### src/rps_pkg.sv
`timescale 1ns / 1ps

package rps_pkg;

  localparam int FRAC_BITS  = 16;
  localparam int DEG_W      = 10;
  localparam int ACC_W      = DEG_W + FRAC_BITS;
  localparam int SEC_W      = 12;
  localparam int SPS_W      = 7;
  localparam int DIVR_W     = SEC_W + SPS_W;
  localparam int CNT_W      = $clog2(ACC_W);
  localparam int TEMP_W     = 14;
  localparam int TI_W       = TEMP_W - 2;
  localparam int DIFF_W     = TI_W + 1;
  localparam int OP_W       = 2;
  localparam int PHASE_W    = 3;
  localparam int SETP_W     = 18;
  localparam int STATUS_W   = 3;
  localparam int CFG_IDX_W  = 3;
  localparam int CFG_DATA_W = 12;

  localparam logic [OP_W-1:0] OP_START  = 2'd0;
  localparam logic [OP_W-1:0] OP_STOP   = 2'd1;
  localparam logic [OP_W-1:0] OP_SAMPLE = 2'd2;
  localparam logic [OP_W-1:0] OP_TICK   = 2'd3;

  localparam logic [PHASE_W-1:0] PH_RESET    = 3'd0;
  localparam logic [PHASE_W-1:0] PH_PREHEAT  = 3'd1;
  localparam logic [PHASE_W-1:0] PH_SOAK     = 3'd2;
  localparam logic [PHASE_W-1:0] PH_RAMPUP   = 3'd3;
  localparam logic [PHASE_W-1:0] PH_PEAK     = 3'd4;
  localparam logic [PHASE_W-1:0] PH_COOLDOWN = 3'd5;

  localparam logic [STATUS_W-1:0] ST_TRANSITION = 3'd0;
  localparam logic [STATUS_W-1:0] ST_HANDLED    = 3'd1;
  localparam logic [STATUS_W-1:0] ST_IGNORED    = 3'd2;
  localparam logic [STATUS_W-1:0] ST_HOT        = 3'd3;
  localparam logic [STATUS_W-1:0] ST_RD_ERR     = 3'd4;

  localparam logic [CFG_IDX_W-1:0] CFG_PREHEAT  = 3'd0;
  localparam logic [CFG_IDX_W-1:0] CFG_SOAK     = 3'd1;
  localparam logic [CFG_IDX_W-1:0] CFG_SOAK_SEC = 3'd2;
  localparam logic [CFG_IDX_W-1:0] CFG_RAMPUP   = 3'd3;
  localparam logic [CFG_IDX_W-1:0] CFG_PEAK_SEC = 3'd4;
  localparam logic [CFG_IDX_W-1:0] CFG_COOLDOWN = 3'd5;
  localparam logic [CFG_IDX_W-1:0] CFG_SPS      = 3'd6;

  localparam logic [DEG_W-1:0] RST_PREHEAT  = 10'd100;
  localparam logic [DEG_W-1:0] RST_SOAK     = 10'd150;
  localparam logic [SEC_W-1:0] RST_SOAK_SEC = 12'd120;
  localparam logic [DEG_W-1:0] RST_RAMPUP   = 10'd215;
  localparam logic [SEC_W-1:0] RST_PEAK_SEC = 12'd5;
  localparam logic [DEG_W-1:0] RST_COOLDOWN = 10'd35;
  localparam logic [SPS_W-1:0] RST_SPS      = 7'd1;

  typedef enum logic [1:0] {
    CS_IDLE = 2'b01,
    CS_DIV  = 2'b10
  } ctrl_state_t;

  typedef struct packed {
    logic step;
    logic div_start;
    logic div_step;
    logic div_last;
    logic load_out;
    logic load_skid;
    logic move_skid;
  } cmd_t;

  typedef struct packed {
    logic soak_entry;
  } sts_t;

endpackage

### src/rps_in_if.sv
`timescale 1ns / 1ps

interface rps_in_if;
  logic                             valid;
  logic                             ready;
  logic [rps_pkg::OP_W-1:0]         operation;
  logic signed [rps_pkg::TEMP_W-1:0] temperature;
  logic                             read_ok;

  modport source(output valid, operation, temperature, read_ok, input ready);
  modport sink(input valid, operation, temperature, read_ok, output ready);
endinterface

### src/rps_out_if.sv
`timescale 1ns / 1ps

interface rps_out_if;
  logic                           valid;
  logic                           ready;
  logic [rps_pkg::PHASE_W-1:0]    phase;
  logic [rps_pkg::SETP_W-1:0]     setpoint;
  logic                           heater_enable;
  logic [rps_pkg::STATUS_W-1:0]   status;

  modport source(output valid, phase, setpoint, heater_enable, status, input ready);
  modport sink(input valid, phase, setpoint, heater_enable, status, output ready);
endinterface

### src/rps_ctrl.sv
`timescale 1ns / 1ps

module rps_ctrl (
  input  logic          clk,
  input  logic          rst_n,
  input  logic          in_valid,
  output logic          in_ready,
  input  logic          out_ready,
  output logic          out_valid,
  input  rps_pkg::sts_t sts,
  output rps_pkg::cmd_t cmd
);

  rps_pkg::ctrl_state_t          state_r, state_nxt;
  logic [rps_pkg::CNT_W-1:0]     cnt_r, cnt_nxt;
  logic                          out_valid_r, out_valid_nxt;
  logic                          skid_valid_r, skid_valid_nxt;
  logic                          accept;
  logic                          out_fire;

  assign in_ready  = (state_r == rps_pkg::CS_IDLE) && !skid_valid_r;
  assign out_valid = out_valid_r;
  assign accept    = in_valid && in_ready;
  assign out_fire  = out_valid_r && out_ready;

  always_comb begin
    cmd.step      = accept;
    cmd.div_start = accept && sts.soak_entry;
    cmd.div_step  = (state_r == rps_pkg::CS_DIV);
    cmd.div_last  = (state_r == rps_pkg::CS_DIV) && (cnt_r == '0);
    cmd.load_out  = accept && (!out_valid_r || out_fire);
    cmd.load_skid = accept && out_valid_r && !out_fire;
    cmd.move_skid = out_fire && skid_valid_r;
  end

  always_comb begin
    state_nxt = state_r;
    cnt_nxt   = cnt_r;
    case (state_r)
      rps_pkg::CS_IDLE: begin
        if (cmd.div_start) begin
          state_nxt = rps_pkg::CS_DIV;
          cnt_nxt   = rps_pkg::CNT_W'(rps_pkg::ACC_W - 1);
        end
      end
      rps_pkg::CS_DIV: begin
        if (cnt_r == '0) begin
          state_nxt = rps_pkg::CS_IDLE;
        end else begin
          cnt_nxt = cnt_r - 1'b1;
        end
      end
      default: begin
        state_nxt = rps_pkg::CS_IDLE;
      end
    endcase
  end

  always_comb begin
    out_valid_nxt = out_valid_r;
    if (cmd.load_out || cmd.move_skid) begin
      out_valid_nxt = 1'b1;
    end else if (out_fire) begin
      out_valid_nxt = 1'b0;
    end
    skid_valid_nxt = skid_valid_r;
    if (cmd.load_skid) begin
      skid_valid_nxt = 1'b1;
    end else if (cmd.move_skid) begin
      skid_valid_nxt = 1'b0;
    end
  end

  always_ff @(posedge clk) begin
    if (!rst_n) begin
      state_r      <= rps_pkg::CS_IDLE;
      cnt_r        <= '0;
      out_valid_r  <= 1'b0;
      skid_valid_r <= 1'b0;
    end else begin
      state_r      <= state_nxt;
      cnt_r        <= cnt_nxt;
      out_valid_r  <= out_valid_nxt;
      skid_valid_r <= skid_valid_nxt;
    end
  end

endmodule

### src/rps_datapath.sv
`timescale 1ns / 1ps

module rps_datapath (
  input  logic                                clk,
  input  logic                                rst_n,
  input  logic                                cfg_we,
  input  logic [rps_pkg::CFG_IDX_W-1:0]       cfg_index,
  input  logic [rps_pkg::CFG_DATA_W-1:0]      cfg_wdata,
  input  logic [rps_pkg::OP_W-1:0]            in_operation,
  input  logic signed [rps_pkg::TEMP_W-1:0]   in_temperature,
  input  logic                                in_read_ok,
  input  rps_pkg::cmd_t                       cmd,
  output rps_pkg::sts_t                       sts,
  output logic [rps_pkg::PHASE_W-1:0]         out_phase,
  output logic [rps_pkg::SETP_W-1:0]          out_setpoint,
  output logic                                out_heater_enable,
  output logic [rps_pkg::STATUS_W-1:0]        out_status
);

  logic [rps_pkg::DEG_W-1:0]    preheat_r, soak_r, rampup_r, cooldown_r;
  logic [rps_pkg::SEC_W-1:0]    soak_sec_r, peak_sec_r;
  logic [rps_pkg::SPS_W-1:0]    sps_r;

  logic [rps_pkg::PHASE_W-1:0]  phase_r, phase_nxt;
  logic [rps_pkg::ACC_W-1:0]    acc_r, acc_nxt;
  logic [rps_pkg::ACC_W-1:0]    step_r, step_nxt;
  logic [rps_pkg::SEC_W-1:0]    secs_r, secs_nxt;
  logic [rps_pkg::STATUS_W-1:0] res_status;

  logic [rps_pkg::ACC_W-1:0]    quo_r, quo_nxt;
  logic [rps_pkg::DIVR_W-1:0]   rem_r, rem_nxt;
  logic [rps_pkg::DIVR_W-1:0]   divisor_r, divisor_nxt;
  logic [rps_pkg::DIVR_W:0]     trial;
  logic [rps_pkg::DIVR_W:0]     trial_diff;
  logic [rps_pkg::DIVR_W-1:0]   prod;
  logic [rps_pkg::DEG_W-1:0]    soak_diff;

  logic [rps_pkg::TI_W-1:0]     t_int;
  logic signed [rps_pkg::DIFF_W-1:0] t_ext;
  logic signed [rps_pkg::DIFF_W-1:0] cool_ext;
  logic signed [rps_pkg::DIFF_W-1:0] win_diff;
  logic [rps_pkg::DEG_W-1:0]    target;
  logic                         hot;
  logic                         in_win;
  logic [rps_pkg::ACC_W:0]      sum;

  logic [rps_pkg::PHASE_W-1:0]  out_phase_r, skid_phase_r;
  logic [rps_pkg::SETP_W-1:0]   out_setp_r, skid_setp_r;
  logic [rps_pkg::STATUS_W-1:0] out_status_r, skid_status_r;
  logic [rps_pkg::SETP_W-1:0]   res_setp;

  always_ff @(posedge clk) begin
    if (!rst_n) begin
      preheat_r  <= rps_pkg::RST_PREHEAT;
      soak_r     <= rps_pkg::RST_SOAK;
      soak_sec_r <= rps_pkg::RST_SOAK_SEC;
      rampup_r   <= rps_pkg::RST_RAMPUP;
      peak_sec_r <= rps_pkg::RST_PEAK_SEC;
      cooldown_r <= rps_pkg::RST_COOLDOWN;
      sps_r      <= rps_pkg::RST_SPS;
    end else if (cfg_we) begin
      case (cfg_index)
        rps_pkg::CFG_PREHEAT:  preheat_r  <= cfg_wdata[rps_pkg::DEG_W-1:0];
        rps_pkg::CFG_SOAK:     soak_r     <= cfg_wdata[rps_pkg::DEG_W-1:0];
        rps_pkg::CFG_SOAK_SEC: soak_sec_r <= cfg_wdata[rps_pkg::SEC_W-1:0];
        rps_pkg::CFG_RAMPUP:   rampup_r   <= cfg_wdata[rps_pkg::DEG_W-1:0];
        rps_pkg::CFG_PEAK_SEC: peak_sec_r <= cfg_wdata[rps_pkg::SEC_W-1:0];
        rps_pkg::CFG_COOLDOWN: cooldown_r <= cfg_wdata[rps_pkg::DEG_W-1:0];
        rps_pkg::CFG_SPS:      sps_r      <= cfg_wdata[rps_pkg::SPS_W-1:0];
        default: ;
      endcase
    end
  end

  // whole degrees, truncated toward zero
  assign t_int    = in_temperature[rps_pkg::TEMP_W-1:2]
                  + rps_pkg::TI_W'(in_temperature[rps_pkg::TEMP_W-1] &&
                                   (in_temperature[1:0] != 2'b00));
  assign t_ext    = $signed({t_int[rps_pkg::TI_W-1], t_int});
  assign cool_ext = $signed({{(rps_pkg::DIFF_W - rps_pkg::DEG_W){1'b0}}, cooldown_r});
  assign hot      = t_ext > cool_ext;

  always_comb begin
    case (phase_r)
      rps_pkg::PH_PREHEAT: target = preheat_r;
      rps_pkg::PH_RAMPUP:  target = rampup_r;
      default:             target = cooldown_r;
    endcase
  end

  assign win_diff = $signed({{(rps_pkg::DIFF_W - rps_pkg::DEG_W){1'b0}}, target}) - t_ext;
  assign in_win   = (win_diff == rps_pkg::DIFF_W'(0)) || (win_diff == rps_pkg::DIFF_W'(1))
                 || (win_diff == {rps_pkg::DIFF_W{1'b1}});

  assign sum       = {1'b0, acc_r} + {1'b0, step_r};
  assign soak_diff = (soak_r > preheat_r) ? (soak_r - preheat_r) : '0;
  assign prod      = rps_pkg::DIVR_W'(soak_sec_r) * rps_pkg::DIVR_W'(sps_r);

  // restoring divider, one quotient bit per cycle
  assign trial      = {rem_r, quo_r[rps_pkg::ACC_W-1]};
  assign trial_diff = trial - {1'b0, divisor_r};

  always_comb begin
    quo_nxt     = quo_r;
    rem_nxt     = rem_r;
    divisor_nxt = divisor_r;
    if (cmd.div_start) begin
      quo_nxt     = {soak_diff, {rps_pkg::FRAC_BITS{1'b0}}};
      rem_nxt     = '0;
      divisor_nxt = (prod == '0) ? rps_pkg::DIVR_W'(1) : prod;
    end else if (cmd.div_step) begin
      if (!trial_diff[rps_pkg::DIVR_W]) begin
        rem_nxt = trial_diff[rps_pkg::DIVR_W-1:0];
        quo_nxt = {quo_r[rps_pkg::ACC_W-2:0], 1'b1};
      end else begin
        rem_nxt = trial[rps_pkg::DIVR_W-1:0];
        quo_nxt = {quo_r[rps_pkg::ACC_W-2:0], 1'b0};
      end
    end
  end

  always_comb begin
    phase_nxt      = phase_r;
    acc_nxt        = acc_r;
    step_nxt       = step_r;
    secs_nxt       = secs_r;
    res_status     = rps_pkg::ST_IGNORED;
    sts.soak_entry = 1'b0;
    if (cmd.step) begin
      case (in_operation)
        rps_pkg::OP_START: begin
          if (phase_r == rps_pkg::PH_RESET) begin
            if (!in_read_ok) begin
              res_status = rps_pkg::ST_RD_ERR;
            end else if (hot) begin
              res_status = rps_pkg::ST_HOT;
            end else begin
              phase_nxt  = rps_pkg::PH_PREHEAT;
              acc_nxt    = {preheat_r, {rps_pkg::FRAC_BITS{1'b0}}};
              res_status = rps_pkg::ST_TRANSITION;
            end
          end
        end
        rps_pkg::OP_STOP: begin
          if (phase_r != rps_pkg::PH_RESET) begin
            phase_nxt  = rps_pkg::PH_RESET;
            res_status = rps_pkg::ST_TRANSITION;
          end
        end
        rps_pkg::OP_SAMPLE: begin
          if (phase_r != rps_pkg::PH_RESET) begin
            if (!in_read_ok) begin
              phase_nxt  = rps_pkg::PH_RESET;
              res_status = rps_pkg::ST_RD_ERR;
            end else if (phase_r inside {rps_pkg::PH_SOAK, rps_pkg::PH_PEAK}) begin
              acc_nxt    = sum[rps_pkg::ACC_W] ? {rps_pkg::ACC_W{1'b1}}
                                               : sum[rps_pkg::ACC_W-1:0];
              res_status = rps_pkg::ST_HANDLED;
            end else if (in_win) begin
              res_status = rps_pkg::ST_TRANSITION;
              case (phase_r)
                rps_pkg::PH_PREHEAT: begin
                  phase_nxt      = rps_pkg::PH_SOAK;
                  secs_nxt       = soak_sec_r;
                  sts.soak_entry = 1'b1;
                end
                rps_pkg::PH_RAMPUP: begin
                  phase_nxt = rps_pkg::PH_PEAK;
                  step_nxt  = '0;
                  secs_nxt  = peak_sec_r;
                end
                default: begin
                  phase_nxt = rps_pkg::PH_RESET;
                end
              endcase
            end else begin
              res_status = rps_pkg::ST_HANDLED;
            end
          end
        end
        rps_pkg::OP_TICK: begin
          if (phase_r inside {rps_pkg::PH_SOAK, rps_pkg::PH_PEAK}) begin
            if (secs_r <= rps_pkg::SEC_W'(1)) begin
              secs_nxt   = '0;
              res_status = rps_pkg::ST_TRANSITION;
              if (phase_r == rps_pkg::PH_SOAK) begin
                phase_nxt = rps_pkg::PH_RAMPUP;
                acc_nxt   = {rampup_r, {rps_pkg::FRAC_BITS{1'b0}}};
              end else begin
                phase_nxt = rps_pkg::PH_COOLDOWN;
                acc_nxt   = {cooldown_r, {rps_pkg::FRAC_BITS{1'b0}}};
              end
            end else begin
              secs_nxt   = secs_r - 1'b1;
              res_status = rps_pkg::ST_HANDLED;
            end
          end
        end
        default: ;
      endcase
    end
    if (cmd.div_last) begin
      step_nxt = quo_nxt;
    end
  end

  assign res_setp = acc_nxt[rps_pkg::FRAC_BITS+rps_pkg::DEG_W-1 -: rps_pkg::SETP_W];

  always_ff @(posedge clk) begin
    if (!rst_n) begin
      phase_r <= rps_pkg::PH_RESET;
      acc_r   <= '0;
      step_r  <= '0;
      secs_r  <= '0;
    end else begin
      phase_r <= phase_nxt;
      acc_r   <= acc_nxt;
      step_r  <= step_nxt;
      secs_r  <= secs_nxt;
    end
  end

  always_ff @(posedge clk) begin
    quo_r     <= quo_nxt;
    rem_r     <= rem_nxt;
    divisor_r <= divisor_nxt;
    if (cmd.load_skid) begin
      skid_phase_r  <= phase_nxt;
      skid_setp_r   <= res_setp;
      skid_status_r <= res_status;
    end
    if (cmd.load_out) begin
      out_phase_r  <= phase_nxt;
      out_setp_r   <= res_setp;
      out_status_r <= res_status;
    end else if (cmd.move_skid) begin
      out_phase_r  <= skid_phase_r;
      out_setp_r   <= skid_setp_r;
      out_status_r <= skid_status_r;
    end
  end

  assign out_phase         = out_phase_r;
  assign out_setpoint      = out_setp_r;
  assign out_heater_enable = (out_phase_r != rps_pkg::PH_RESET);
  assign out_status        = out_status_r;

endmodule

### src/reflow_profile_sequencer.sv
`timescale 1ns / 1ps
// A result beat is registered in the output or, if it stalls, the skid register
// when its input beat is taken. Throughput: one beat per cycle while the skid
// register is empty; entering soak starts a serial divide (one quotient bit a
// cycle, 10 + FRAC_BITS steps) during which input is held off. A two-deep output
// stage keeps input flowing while a result waits. Reset: synchronous, active-low
// rst_n; phase returns to reset, state clears, registers load their defaults.
module reflow_profile_sequencer (
  input  logic                            clk,
  input  logic                            rst_n,
  rps_in_if.sink                          in_ch,
  rps_out_if.source                       out_ch,
  input  logic                            cfg_we,
  input  logic [rps_pkg::CFG_IDX_W-1:0]   cfg_index,
  input  logic [rps_pkg::CFG_DATA_W-1:0]  cfg_wdata
);

  rps_pkg::cmd_t cmd;
  rps_pkg::sts_t sts;

  rps_ctrl u_ctrl (
    .clk       (clk),
    .rst_n     (rst_n),
    .in_valid  (in_ch.valid),
    .in_ready  (in_ch.ready),
    .out_ready (out_ch.ready),
    .out_valid (out_ch.valid),
    .sts       (sts),
    .cmd       (cmd)
  );

  rps_datapath u_dp (
    .clk               (clk),
    .rst_n             (rst_n),
    .cfg_we            (cfg_we),
    .cfg_index         (cfg_index),
    .cfg_wdata         (cfg_wdata),
    .in_operation      (in_ch.operation),
    .in_temperature    (in_ch.temperature),
    .in_read_ok        (in_ch.read_ok),
    .cmd               (cmd),
    .sts               (sts),
    .out_phase         (out_ch.phase),
    .out_setpoint      (out_ch.setpoint),
    .out_heater_enable (out_ch.heater_enable),
    .out_status        (out_ch.status)
  );

endmodule

### src/flat_wrapper.sv
// flat-port wrapper written by rule: the top's interface ports become plain ports
module reflow_profile_sequencer_flat 
  (clk, rst_n, cfg_we, cfg_index, cfg_wdata, in_ch_valid, in_ch_operation, in_ch_temperature, in_ch_read_ok, in_ch_ready, out_ch_valid, out_ch_phase, out_ch_setpoint, out_ch_heater_enable, out_ch_status, out_ch_ready);
  rps_in_if in_ch_i ();
  rps_out_if out_ch_i ();
  input  logic clk;
  input  logic rst_n;
  input  logic cfg_we;
  input  logic [rps_pkg::CFG_IDX_W-1:0] cfg_index;
  input  logic [rps_pkg::CFG_DATA_W-1:0] cfg_wdata;
  input wire logic [$bits(in_ch_i.valid)-1:0] in_ch_valid;
  input wire logic [$bits(in_ch_i.operation)-1:0] in_ch_operation;
  input wire logic [$bits(in_ch_i.temperature)-1:0] in_ch_temperature;
  input wire logic [$bits(in_ch_i.read_ok)-1:0] in_ch_read_ok;
  output wire logic [$bits(in_ch_i.ready)-1:0] in_ch_ready;
  output wire logic [$bits(out_ch_i.valid)-1:0] out_ch_valid;
  output wire logic [$bits(out_ch_i.phase)-1:0] out_ch_phase;
  output wire logic [$bits(out_ch_i.setpoint)-1:0] out_ch_setpoint;
  output wire logic [$bits(out_ch_i.heater_enable)-1:0] out_ch_heater_enable;
  output wire logic [$bits(out_ch_i.status)-1:0] out_ch_status;
  input wire logic [$bits(out_ch_i.ready)-1:0] out_ch_ready;
  assign in_ch_i.valid = in_ch_valid;
  assign in_ch_i.operation = in_ch_operation;
  assign in_ch_i.temperature = in_ch_temperature;
  assign in_ch_i.read_ok = in_ch_read_ok;
  assign in_ch_ready = in_ch_i.ready;
  assign out_ch_valid = out_ch_i.valid;
  assign out_ch_phase = out_ch_i.phase;
  assign out_ch_setpoint = out_ch_i.setpoint;
  assign out_ch_heater_enable = out_ch_i.heater_enable;
  assign out_ch_status = out_ch_i.status;
  assign out_ch_i.ready = out_ch_ready;
  reflow_profile_sequencer u_core (.clk(clk), .rst_n(rst_n), .in_ch(in_ch_i), .out_ch(out_ch_i), .cfg_we(cfg_we), .cfg_index(cfg_index), .cfg_wdata(cfg_wdata));
endmodule
### config.mk
export PLATFORM = sky130hd
export DESIGN_NAME = reflow_profile_sequencer_flat
export DESIGN_NICKNAME = d
export VERILOG_FILES = /design/src/rps_pkg.sv /design/src/rps_in_if.sv /design/src/rps_out_if.sv /design/src/rps_ctrl.sv /design/src/rps_datapath.sv /design/src/reflow_profile_sequencer.sv /design/src/flat_wrapper.sv
export SDC_FILE = /design/constraint.sdc
export NUM_CORES = 1
export LEC_CHECK = 0
export BUFFER_PORTS_ARGS = -buffer_cell sky130_fd_sc_hd__buf_2
export CAP_MARGIN = 20
export CORE_UTILIZATION = 60
export CTS_BUF_LIST = sky130_fd_sc_hd__clkbuf_2 sky130_fd_sc_hd__clkbuf_4 sky130_fd_sc_hd__clkbuf_8
export DETAILED_ROUTE_END_ITERATION = 10
export PLACE_DENSITY_LB_ADDON = 0.2
export SYNTH_ARGS = -nofsm -noshare
export SYNTH_HDL_FRONTEND = slang
export SYNTH_SLANG_ARGS = --single-unit
export TNS_END_PERCENT = 5
### constraint.sdc
create_clock -name clk -period 11 [get_ports clk]
set_clock_uncertainty 0.2 [all_clocks]
set_input_delay 2.75 -clock clk [delete_from_list [all_inputs] [get_ports clk]]
set_output_delay 2.75 -clock clk [all_outputs]
set_load 0.005 [all_outputs]
==> results of run 1 <==
[logic make-up (layout without fill, tap and decap cells)]
logic type      after synthesis  after routing  synth area share [%]
compound gates              540            540                 19.98
xor+xnor                     73             73                 3.624
fa+ha+maj                   172            172                 14.28
buf+inv                     235            292                 5.138
flops                       259            259                 32.80
mux                          61             61                 3.540
simple gates                802            802                 20.63
[cell usage in the layout (no fill, tap or decap), types with 8 or more instances in the layout]
cell type,count
and2_1,58
o211ai_1,20
xnor2_1,47
nor4_1,10
buf_4,17
o21a_1,14
inv_1,132
mux2_2,17
and3_1,19
clkbuf_8,52
nor3_1,60
edfxtp_1,67
xor2_1,25
mux2i_1,44
or2_2,11
o31ai_1,11
o21ai_0,96
fa_1,53
dfxtp_1,192
buf_2,63
o21bai_1,11
a31oi_1,24
nand3_1,69
nand4_1,10
nor2_1,96
a211oi_1,24
a21o_1,24
o2111ai_1,9
nor2b_1,18
or3_1,13
a21oi_1,175
a22o_1,33
nand2_1,390
clkbuf_4,11
clkinv_2,9
nand2b_1,16
ha_1,119
o22ai_1,8
o221ai_1,10
[sequential cells by signal, summed over array words and instances, names as in the netlist, 18 cells and up]
| signal | flops |
|---|---|
| u_core.u_dp.step_r | 26 |
| u_core.u_dp.rem_r | 19 |
| u_core.u_dp.divisor_r | 19 |
| u_core.u_dp.acc_r | 26 |
| u_core.u_dp.skid_setp_r | 18 |
| u_core.u_dp.quo_r | 26 |
| u_core.u_dp.out_setpoint | 18 |
[area by class of cell]
cell class | count | area share [%]
clock buffers | 63 | 4.140
well taps | 384 | 2.492
multi-input cells | 1648 | 57.62
flip-flops and latches | 259 | 30.37
clock inverters | 15 | 0.4153
inverters | 133 | 2.589
repair buffers | 81 | 2.375
[synth_stat cells (47+ instances only)]
cell,n
nor2_1,97
nand2_1,390
clkbuf_1,80
dfxtp_1,192
edfxtp_1,67
xnor2_1,47
nand3_1,69
a21oi_1,176
o21ai_0,96
and2_1,58
ha_1,119
inv_1,132
nor3_1,60
fa_1,53
[final timing paths]
kind	from	end	slack, ns	cells after the start
max	in_ch_temperature[13]	u_core.u_dp.out_setpoint[1]$_DFFE_PP_	3.99	17
min reg2reg	u_core.u_dp.peak_sec_r[6]$_SDFFE_PN0P_	u_core.u_dp.peak_sec_r[6]$_SDFFE_PN0P_	0.26	2
min	u_core.u_dp.peak_sec_r[6]$_SDFFE_PN0P_	u_core.u_dp.peak_sec_r[6]$_SDFFE_PN0P_	0.26	2
max reg2reg	u_core.u_dp.sps_r[5]$_SDFFE_PN0P_	u_core.u_dp.divisor_r[0]$_SDFFCE_PN1P_	5.21	15
[through the flow]
stage	total power [W]	setup slack (ns)	hold slack [ns]	instance area (µm²)
floorplan	0.001246	1.812	0.2357	17850
CTS	0.002189	4.061	0.2569	19260
global route	0.002270	3.646	0.2683	19280
global placement	0.001319	3.627	0.2430	18370
detailed placement	0.001326	3.496	0.2475	18390
finish	0.002178	3.988	0.2557	19280
[metal layers]
layer | vias up | GRT usage, % | share of wire (%)
li1 | 7643 | - | -
met1 | 7440 | 40.01 | 44
met2 | 560 | 48.64 | 46
met3 | 94 | 5.424 | 7.5
met4 | 2 | 10.23 | 2.8
met5 | - | 0 | 0.077
[worst max-delay path, stage by stage]
cell	delay [ns]
buf_2	0.10
o21a_1	0.15
ha_1	0.17
ha_1	0.22
inv_1	0.07
nor3_1	0.22
xor2_1	0.25
ha_1	0.28
a21o_1	0.16
a21oi_1	0.15
o21ai_0	0.10
o2111ai_1	0.60
nand3_1	0.64
a21o_1	0.39
or4_1	0.48
a21oi_1	0.24
o31ai_1	0.11
[power by group]
group          internal, W  switching (W)  total (W)
sequential         0.00101      0.0000233    0.00103
clock             0.000468       0.000398   0.000866
combinational     0.000107       0.000175   0.000282
total              0.00158       0.000596    0.00218
==> summary.txt, run 1 <==
Clock tree
  – Clk Latency, worst-skew pair: 0.56 ns
  – H-tree depth: 2
  – Cts repair resizes: 0
  – CTS tree: built
  – Post-CTS setup buffer count: 0
  – Cts bufs inserted: 44
  – Cts-stage hold buffer count: 0
  – Clock Sinks: 259
  – CTS max path bufs: 3
  – CTS Root Cell: clkbuf_8
  – CTS clk-pin slew, worst paths: 0.06 ns

Timing
  – RSZ-0062 raised after global routing: false
  – Fin. Hold Viols: 0
  – Fin crit share: 63.75%
  – FMAX: 142.6 MHz
  – Min cycle time layout: 7.012 ns
  – Relative max-transition margin: 28.88%
  – Final Max Tran Viols: 0
  – Least-Margin Pin Slew: 1.059 ns
  – Setup TNS: 0 ns
  – Final setup fails: 0

Cells and area
  – Fillers: 2512
  – # nets final: 2376
  – Post-Route Utilization: 66.45%
  – Area of the multi-input gates: 0.01111 mm²
  – Diodes inserted: 0
  – Register area: 0.005856 mm²
  – Post-route insts no fill: 2583
  – Share of layout cells above drive strength 1: 9.504%
  – Syn-to-layout area delta: 8.004%

Setup path
  – CP Class: in -> reg
  – Crit. End Element: flop
  – Crit Path Max Fanout: 12
  – CP Launch Type: primary input
  – WP data arrival: 7.09 ns
  – Worst EP required: 11.08 ns

Die
  – IO Pins: 64
  – Die X: 174.5 µm
  – Total core area: 0.02901 mm²
  – Cell Rows: 62
  – Initial Util: 61.53%
  – Area of the die: 0.03045 mm²
  – Die Y-Extent: 174.5 µm

Global routing
  – First-pass GRT wire length: 74030 µm
  – Initial antenna violation count: 1
  – Largest net degree at the start of global routing: 74
  – Grt total ovfl: 0
  – Vias in the first global route: 14.88k
  – Tot GR Track Use: 29.94%

Hold path
  – Hold Crit Class: reg -> reg

Placed design
  – Cell count after placement: 2504
  – Placer Congestion: 0.9922
  – Dpl hpwl: 33650 µm
  – PortBufs: 63

Pwr
  – Leakage: 8.422 nW
  – Peak VDD IR: 89.30 µV
  – PwrDens: 112.9 mW/mm²

Synth
  – Avg Cell Area, Syn: 8.334 µm²
  – Distinct cells, synth: 86
  – Sequential fraction of the synthesis area: 32.80%
  – Synth warn: 0
  – Top cell type's share of synthesized area: 21.53%
  – Syn_nets: 2351
  – Post-synthesis register bit count: 259
  – Post-Synthesis Cells: 2142
  – Area leader, netlist: dfxtp_1
  – Syn Std Cell Area: 0.01785 mm²
  – Async S/R FF share, synth: 0%
  – Top FF cell, synth: dfxtp_1
  – Most area-consuming cells after synthesis: dfxtp_1 (22%), edfxtp_1 (11%), ha_1 (8.3%)
  – Post-synth EDFFs: 67

Drt
  – Antenna viol nets, final: 0
  – Residual DRC: 0
  – Vias: 15.74k
  – Post-Route WL: 45690 µm
  – Vias/cell: 6.093
  – Drt pass-1 iters: 7
  – Initial DRC count: 1394
  – WL/cell: 17.69 µm

Status
  – Outcome: finished, final reports clean

Run
  – Max cap viols: 0
No activity file was read; power rests on OpenSTA's default activity.
==> run 2, diff against run 1 <==
==> constraint.sdc (replaced) <==
create_clock -name clk -period 6.55 [get_ports clk]
set_clock_uncertainty 0.2 [all_clocks]
set_input_delay 1.6375 -clock clk [delete_from_list [all_inputs] [get_ports clk]]
set_output_delay 1.6375 -clock clk [all_outputs]
set_load 0.005 [all_outputs]
==> summary.txt, run 2 (same netlist as run 1, synthesis figures left out) <==
Cells and area
  – Post-route insts no fill: 2594 (was 2583)
  – Most common cell after layout, fill and taps aside: nand2_1 (unchanged)
  – Most frequent cells in the layout: nand2_1 (390), dfxtp_1 (192), a21oi_1 (175) (unchanged)
  – Syn-to-layout area delta: 10.01% (was 8.004%)
  – Fillers: 2467 (was 2512)
  – Register area: 0.005856 mm² (unchanged)
  – Largest registers: u_core.u_dp.acc_r (26), u_core.u_dp.quo_r (26), u_core.u_dp.step_r (26) (unchanged)
  – Post-Route Utilization: 67.69% (was 66.45%)
  – # nets final: 2381 (was 2376)
  – Share of layout cells above drive strength 1: 9.955% (was 9.504%)
  – Diodes inserted: 0 (unchanged)
  – Area of the multi-input gates: 0.01112 mm² (was 0.01111 mm²)

Drt
  – Initial DRC count: 1349 (was 1394)
  – Vias/cell: 6.086 (was 6.093)
  – Antenna viol nets, final: 0 (unchanged)
  – WL/cell: 17.89 µm (was 17.69 µm)
  – Post-Route WL: 46410 µm (was 45690 µm)
  – Drt pass-1 iters: 6 (was 7)
  – Vias: 15.79k (was 15.74k)
  – Residual DRC: 0 (unchanged)

Clock tree
  – Cts bufs inserted: 46 (was 44)
  – CTS max path bufs: 3 (unchanged)
  – Cts-stage hold buffer count: 0 (unchanged)
  – Post-CTS setup buffer count: 0 (unchanged)
  – Clock Sinks: 259 (unchanged)
  – CTS tree: built (unchanged)
  – Clk Latency, worst-skew pair: 0.57 ns (was 0.56 ns)
  – CTS clk-pin slew, worst paths: 0.06 ns (about the same)
  – H-tree depth: 2 (unchanged)
  – CTS Root Cell: clkbuf_8 (unchanged)
  – Cts repair resizes: 0 (unchanged)

Setup path
  – Delay of the slowest critical-path stage: 0.63 ns (was 0.64 ns)
  – Crit Path Max Fanout: 13 (was 12)
  – Most used cell along the critical path: fa_1 (was ha_1)
  – Critical-path top delay cell: dfxtp_1 (was nand3_1)
  – Crit. End Element: flop (unchanged)
  – WP data arrival: 6.01 ns (was 7.09 ns)
  – CP Launch Type: flop (was primary input)
  – Worst EP required: 6.76 ns (was 11.08 ns)
  – CP Class: reg -> reg (was in -> reg)
  – Worst-path cell chain: and2_1 -> fa_1 -> inv_1 -> fa_1 -> fa_1 -> inv_1 -> fa_1 -> ha_1 -> o21ai_0 -> o21ai_0 -> a31oi_1 -> xnor2_1 -> or4_1 -> or4_1 -> nor3_1 -> a32o_1 (was buf_2 -> o21a_1 -> ha_1 -> ha_1 -> inv_1 -> nor3_1 -> xor2_1 -> ha_1 -> a21o_1 -> a21oi_1 -> o21ai_0 -> o2111ai_1 -> nand3_1 -> a21o_1 -> or4_1 -> a21oi_1 -> o31ai_1)

Die
  – Total core area: 0.02901 mm² (unchanged)
  – Die Y-Extent: 174.5 µm (unchanged)
  – Area of the die: 0.03045 mm² (unchanged)
  – Cell Rows: 62 (unchanged)
  – Die X: 174.5 µm (unchanged)
  – IO Pins: 64 (unchanged)
  – Initial Util: 61.53% (unchanged)

Pwr
  – PwrDens: 210.4 mW/mm² (was 112.9 mW/mm²)
  – Leakage: 8.574 nW (was 8.422 nW)
  – Peak VDD IR: 175.0 µV (was 89.30 µV)

Timing
  – FMAX: 172.5 MHz
  – Least-Margin Pin Slew: 1.084 ns (was 1.059 ns)
  – Setup TNS: 0 ns (unchanged)
  – Relative max-transition margin: 27.50% (was 28.88%)
  – Fin crit share: 88.52%
  – Smallest hold slack: 0.2603 ns (was 0.2557 ns)
  – RSZ-0062 raised after global routing: false (unchanged)
  – Final Max Tran Viols: 0 (unchanged)
  – Final setup fails: 0 (unchanged)
  – Min cycle time layout: 5.798 ns
  – Fin. Hold Viols: 0 (unchanged)

Global routing
  – Vias in the first global route: 15.06k (was 14.88k)
  – Grt total ovfl: 0 (unchanged)
  – First-pass GRT wire length: 75680 µm (was 74030 µm)
  – Largest net degree at the start of global routing: 74 (unchanged)
  – Tot GR Track Use: 30.58% (was 29.94%)
  – Initial antenna violation count: 0 (was 1)

Run
  – Max cap viols: 0 (unchanged)

Placed design
  – Dpl hpwl: 33760 µm (was 33650 µm)
  – Placer Congestion: 0.9074 (was 0.9922)
  – Cell count after placement: 2506 (was 2504)
  – PortBufs: 63 (unchanged)

Status
  – Outcome: finished, final reports clean (unchanged)

Hold path
  – Hold Crit Class: reg -> reg (unchanged)
-- run 2: changes by cell type in the layout (fill, tap and decap cells not counted), sizes merged --
| cell | delta |
|---|---|
| buf | +3 |
| bufinv | +10 |
| clkbuf | -2 |
| clkinv | -4 |
| clkinvlp | +2 |
| inv | +2 |
-- run 2: stage by stage --
| step | setup WS, ns | power [W] | cell area [µm²] |
|---|---|---|---|
| 2_1_floorplan | 0.2940 | 0.002093 | 17860 |
| 3_3_place_gp | 0.4490 | 0.002215 | 18410 |
| 3_5_place_dp | 0.3039 | 0.002228 | 18410 |
| 4_1_cts | 0.7705 | 0.004147 | 19620 |
| 5_1_grt | 0.4131 | 0.004285 | 19640 |
| 6_report | 0.7523 | 0.004132 | 19640 |
-- run 2: power by group --
part	leakage [nW]	internal (W)	switching, W
logic	5.80	0.000180	0.000297
clock network	0.606	0.00121	0.000715
registers	2.17	0.00169	0.0000390
-- run 2: cell type report --
cell class / count / share of cell area [%]
Clock buffer: 61 / 4.116
Clock inverter: 25 / 2.001
Sequential cell: 259 / 29.82
Inverter: 133 / 2.542
Tap cell: 384 / 2.447
Timing Repair Buffer: 84 / 2.447
Multi-Input combinational cell: 1648 / 56.63
-- run 2: final timing paths --
kind / startpoint / end / slack (ns) / depth (start not counted)
setup reg to reg: u_core.u_dp.sps_r[2]$_SDFFE_PN0P_ / u_core.u_dp.divisor_r[0]$_SDFFCE_PN1P_ / 0.75 / 16
setup / recovery: u_core.u_dp.sps_r[2]$_SDFFE_PN0P_ / u_core.u_dp.divisor_r[0]$_SDFFCE_PN1P_ / 0.75 / 16
hold reg to reg: u_core.u_dp.quo_r[13]$_DFF_P_ / u_core.u_dp.quo_r[14]$_DFF_P_ / 0.26 / 2
hold / removal: u_core.u_dp.quo_r[13]$_DFF_P_ / u_core.u_dp.quo_r[14]$_DFF_P_ / 0.26 / 2
-- run 2: critical path, delay by kind of cell, from the launching register on --
kind	cells	cell delay [ns]
AO/OA/AOI/OAI	4	0.87
XOR/XNOR	1	0.17
adder cells (fa/ha/maj)	5	2.30
buffers and inverters	2	0.14
flip-flops	1	0.63
AND/OR/NAND/NOR	4	1.31
-- run 2: routing by layer --
metal / vias to the layer above / global-route usage, % / share of wire (%)
li1: 7674 / - / -
met1: 7453 / 41.40 / 44
met2: 568 / 50.10 / 46
met3: 92 / 4.615 / 7.3
met4: 0 / 9.686 / 2.6
met5: - / 0 / 0
==> run 3, diff against run 2 <==
--- a/config.mk
+++ b/config.mk
@@ -5,11 +5,12 @@
 export SDC_FILE = /design/constraint.sdc
 export NUM_CORES = 1
 export LEC_CHECK = 0
-export BUFFER_PORTS_ARGS = -buffer_cell sky130_fd_sc_hd__buf_2
+export BUFFER_PORTS_ARGS = -buffer_cell sky130_fd_sc_hd__clkbuf_2
 export CAP_MARGIN = 20
 export CORE_UTILIZATION = 60
 export CTS_BUF_LIST = sky130_fd_sc_hd__clkbuf_2 sky130_fd_sc_hd__clkbuf_4 sky130_fd_sc_hd__clkbuf_8
 export DETAILED_ROUTE_END_ITERATION = 10
+export GPL_TIMING_DRIVEN = 0
 export PLACE_DENSITY_LB_ADDON = 0.2
 export SYNTH_ARGS = -nofsm -noshare
 export SYNTH_HDL_FRONTEND = slang
==> summary.txt, run 3 (same netlist as run 1, synthesis figures left out) <==
Pwr
  – PwrDens: 194.1 mW/mm² (was 210.4 mW/mm²)
  – Final Power: 0.003827 W (was 0.004132 W)
  – Leakage: 8.574 nW (about the same)
  – Peak VDD IR: 237.5 µV (was 175.0 µV)

Global routing
  – Vias in the first global route: 15.58k (was 15.06k)
  – Largest net degree at the start of global routing: 19 (was 74)
  – Grt total ovfl: 0 (unchanged)
  – Initial antenna violation count: 1 (was 0)
  – Tot GR Track Use: 32.99% (was 30.58%)
  – First-pass GRT wire length: 80380 µm (was 75680 µm)

Setup path
  – Reg-to-reg startpoint: u_core.u_dp.sps_r[2]$_SDFFE_PN0P_ (unchanged)
  – CP Class: reg -> reg (unchanged)
  – Most used cell along the critical path: fa_1 (unchanged)
  – Worst r2r path cells: 17 (was 16)
  – RR Endpoint: u_core.u_dp.divisor_r[0]$_SDFFCE_PN1P_ (unchanged)
  – Crit Path Max Fanout: 10 (was 13)
  – Crit. End Element: flop (unchanged)
  – Worst reg2reg setup slack: 0.55 ns (was 0.75 ns)
  – Worst-path cell chain: clkbuf_1 -> and2_1 -> fa_1 -> inv_1 -> fa_1 -> fa_1 -> inv_1 -> fa_1 -> ha_1 -> o21ai_0 -> o21ai_0 -> a31oi_1 -> xnor2_1 -> or4_1 -> or4_1 -> nor3_1 -> a32o_1 (was and2_1 -> fa_1 -> inv_1 -> fa_1 -> fa_1 -> inv_1 -> fa_1 -> ha_1 -> o21ai_0 -> o21ai_0 -> a31oi_1 -> xnor2_1 -> or4_1 -> or4_1 -> nor3_1 -> a32o_1)
  – WP data arrival: 6.24 ns (was 6.01 ns)
  – Worst EP required: 6.80 ns (was 6.76 ns)
  – CP Launch Type: flop (unchanged)
  – Critical-path top delay cell: fa_1 (was dfxtp_1)
  – Delay of the slowest critical-path stage: 0.57 ns (was 0.63 ns)

Clock tree
  – H-tree depth: 2 (unchanged)
  – CTS clk-pin slew, worst paths: 0.06 ns (about the same)
  – Clock Sinks: 259 (unchanged)
  – Post-CTS setup buffer count: 0 (unchanged)
  – CTS max path bufs: 3 (unchanged)
  – Cts bufs inserted: 44 (was 46)
  – CTS Root Cell: clkbuf_8 (unchanged)
  – Clk Latency, worst-skew pair: 0.63 ns (was 0.57 ns)
  – Cts-stage hold buffer count: 0 (unchanged)
  – Cts repair resizes: 0 (unchanged)
  – CTS tree: built (unchanged)

Placed design
  – Placer Congestion: 0.9293 (was 0.9074)
  – Dpl ws: 0.1988 ns (was 0.3039 ns)
  – PortBufs: 61 (was 63)
  – Dpl hpwl: 38030 µm (was 33760 µm)

Timing
  – Fin. Hold Viols: 0 (unchanged)
  – RSZ-0062 raised after global routing: false (unchanged)
  – Smallest hold slack: 0.2622 ns (was 0.2603 ns)
  – Final Max Tran Viols: 0 (unchanged)
  – Final setup fails: 0 (unchanged)
  – Least-Margin Pin Slew: 1.026 ns (was 1.084 ns)
  – Relative max-transition margin: 31.58% (was 27.50%)
  – Final worst slack: 0.5543 ns (was 0.7523 ns)
  – FMAX: 166.8 MHz (was 172.5 MHz)
  – Min cycle time layout: 5.996 ns (was 5.798 ns)
  – Fin crit share: 91.54% (was 88.52%)

Drt
  – Residual DRC: 0 (unchanged)
  – Antenna viol nets, final: 0 (unchanged)
  – Vias: 16.36k (was 15.79k)
  – Initial DRC count: 1373 (was 1349)
  – Post-Route WL: 50200 µm (was 46410 µm)
  – Drt pass-1 iters: 8 (was 6)
  – Vias/cell: 6.116 (was 6.086)
  – WL/cell: 18.77 µm (was 17.89 µm)

Die
  – Area of the die: 0.03045 mm² (unchanged)
  – IO Pins: 64 (unchanged)
  – Initial Util: 61.53% (unchanged)
  – Die X: 174.5 µm (unchanged)
  – Total core area: 0.02901 mm² (unchanged)
  – Die Y-Extent: 174.5 µm (unchanged)
  – Cell Rows: 62 (unchanged)

Cells and area
  – Register area: 0.005856 mm² (unchanged)
  – # nets final: 2463 (was 2381)
  – Syn-to-layout area delta: 10.43% (was 10.01%)
  – Fillers: 2440 (was 2467)
  – Most common cell after layout, fill and taps aside: nand2_1 (unchanged)
  – Most frequent cells in the layout: nand2_1 (390), dfxtp_1 (192), a21oi_1 (175) (unchanged)
  – Share of layout cells above drive strength 1: 8.996% (was 9.955%)
  – Diodes inserted: 0 (unchanged)
  – Largest registers: u_core.u_dp.acc_r (26), u_core.u_dp.quo_r (26), u_core.u_dp.step_r (26) (unchanged)
  – Area of the multi-input gates: 0.01110 mm² (was 0.01112 mm²)

Run
  – Max cap viols: 0 (unchanged)

Hold path
  – Worst Hold Launch: u_core.u_dp.peak_sec_r[5]$_SDFFE_PN0P_ (was u_core.u_dp.quo_r[13]$_DFF_P_)
  – Worst Hold Endpoint: u_core.u_dp.peak_sec_r[5]$_SDFFE_PN0P_ (was u_core.u_dp.quo_r[14]$_DFF_P_)
  – Hold Crit Class: reg -> reg (unchanged)
  – Hold Path Stages: 2 (unchanged)

Status
  – Outcome: finished, final reports clean (unchanged)
run 3: routing by layer:
layer	share of wire [%]	GRT usage [%]	vias up
li1	-	-	7841
met1	44	45.19	7806
met2	46	53.10	625
met3	7.9	5.468	83
met4	2.3	10.27	0
met5	0	0	-
run 3: area by class of cell:
cell class,instances,area share [%]
multi-input cells,1648,56.32
flip-flops and latches,259,29.70
clock buffers,60,3.840
inverters,133,2.533
well taps,384,2.437
plain buffers,102,2.120
repair buffers,66,1.949
clock inverters,22,1.092
run 3: where the power goes:
part	total, W	switching, W	internal (W)
logic	0.000505	0.000318	0.000187
registers	0.00172	0.0000329	0.00169
clock network	0.00160	0.000715	0.000884
total	0.00383	0.00107	0.00276
run 3: how the worst max path moves through the flow:
stage | from | to | slack [ns]
3_5_place_dp | in_ch_temperature[13] | u_core.u_dp.out_phase[1]$_DFFE_PP_ | 0.20
2_1_floorplan | in_ch_temperature[1] | u_core.u_dp.divisor_r[0]$_SDFFCE_PN1P_ | 0.29
3_3_place_gp | in_ch_temperature[13] | u_core.u_dp.divisor_r[13]$_SDFFCE_PN0P_ | -0.71
5_1_grt | u_core.u_dp.sps_r[2]$_SDFFE_PN0P_ | u_core.u_dp.divisor_r[0]$_SDFFCE_PN1P_ | 0.27
6_report | u_core.u_dp.sps_r[2]$_SDFFE_PN0P_ | u_core.u_dp.divisor_r[0]$_SDFFCE_PN1P_ | 0.55
4_1_cts | u_core.u_dp.sps_r[2]$_SDFFE_PN0P_ | u_core.u_dp.divisor_r[0]$_SDFFCE_PN1P_ | 0.62
run 3: through the flow:
stage	utilization, %	setup TNS, ns	std cells	cell area [µm²]
finish	67.94	0	2674	19710
global route	67.94	0	2674	19710
CTS	67.94	0	2674	19710
detailed placement	64.59	0	2592	18740
global placement	64.26	-13.53	2587	18640
floorplan	-	0	2142	17860
run 3: critical path, delay by kind of cell, from the launching register on:
family,cells,cell delay [ns]
fa+ha+maj,5,2.25
xor+xnor,1,0.18
simple gates,4,1.38
compound gates,4,0.87
buf+inv,3,0.58
flops,1,0.38
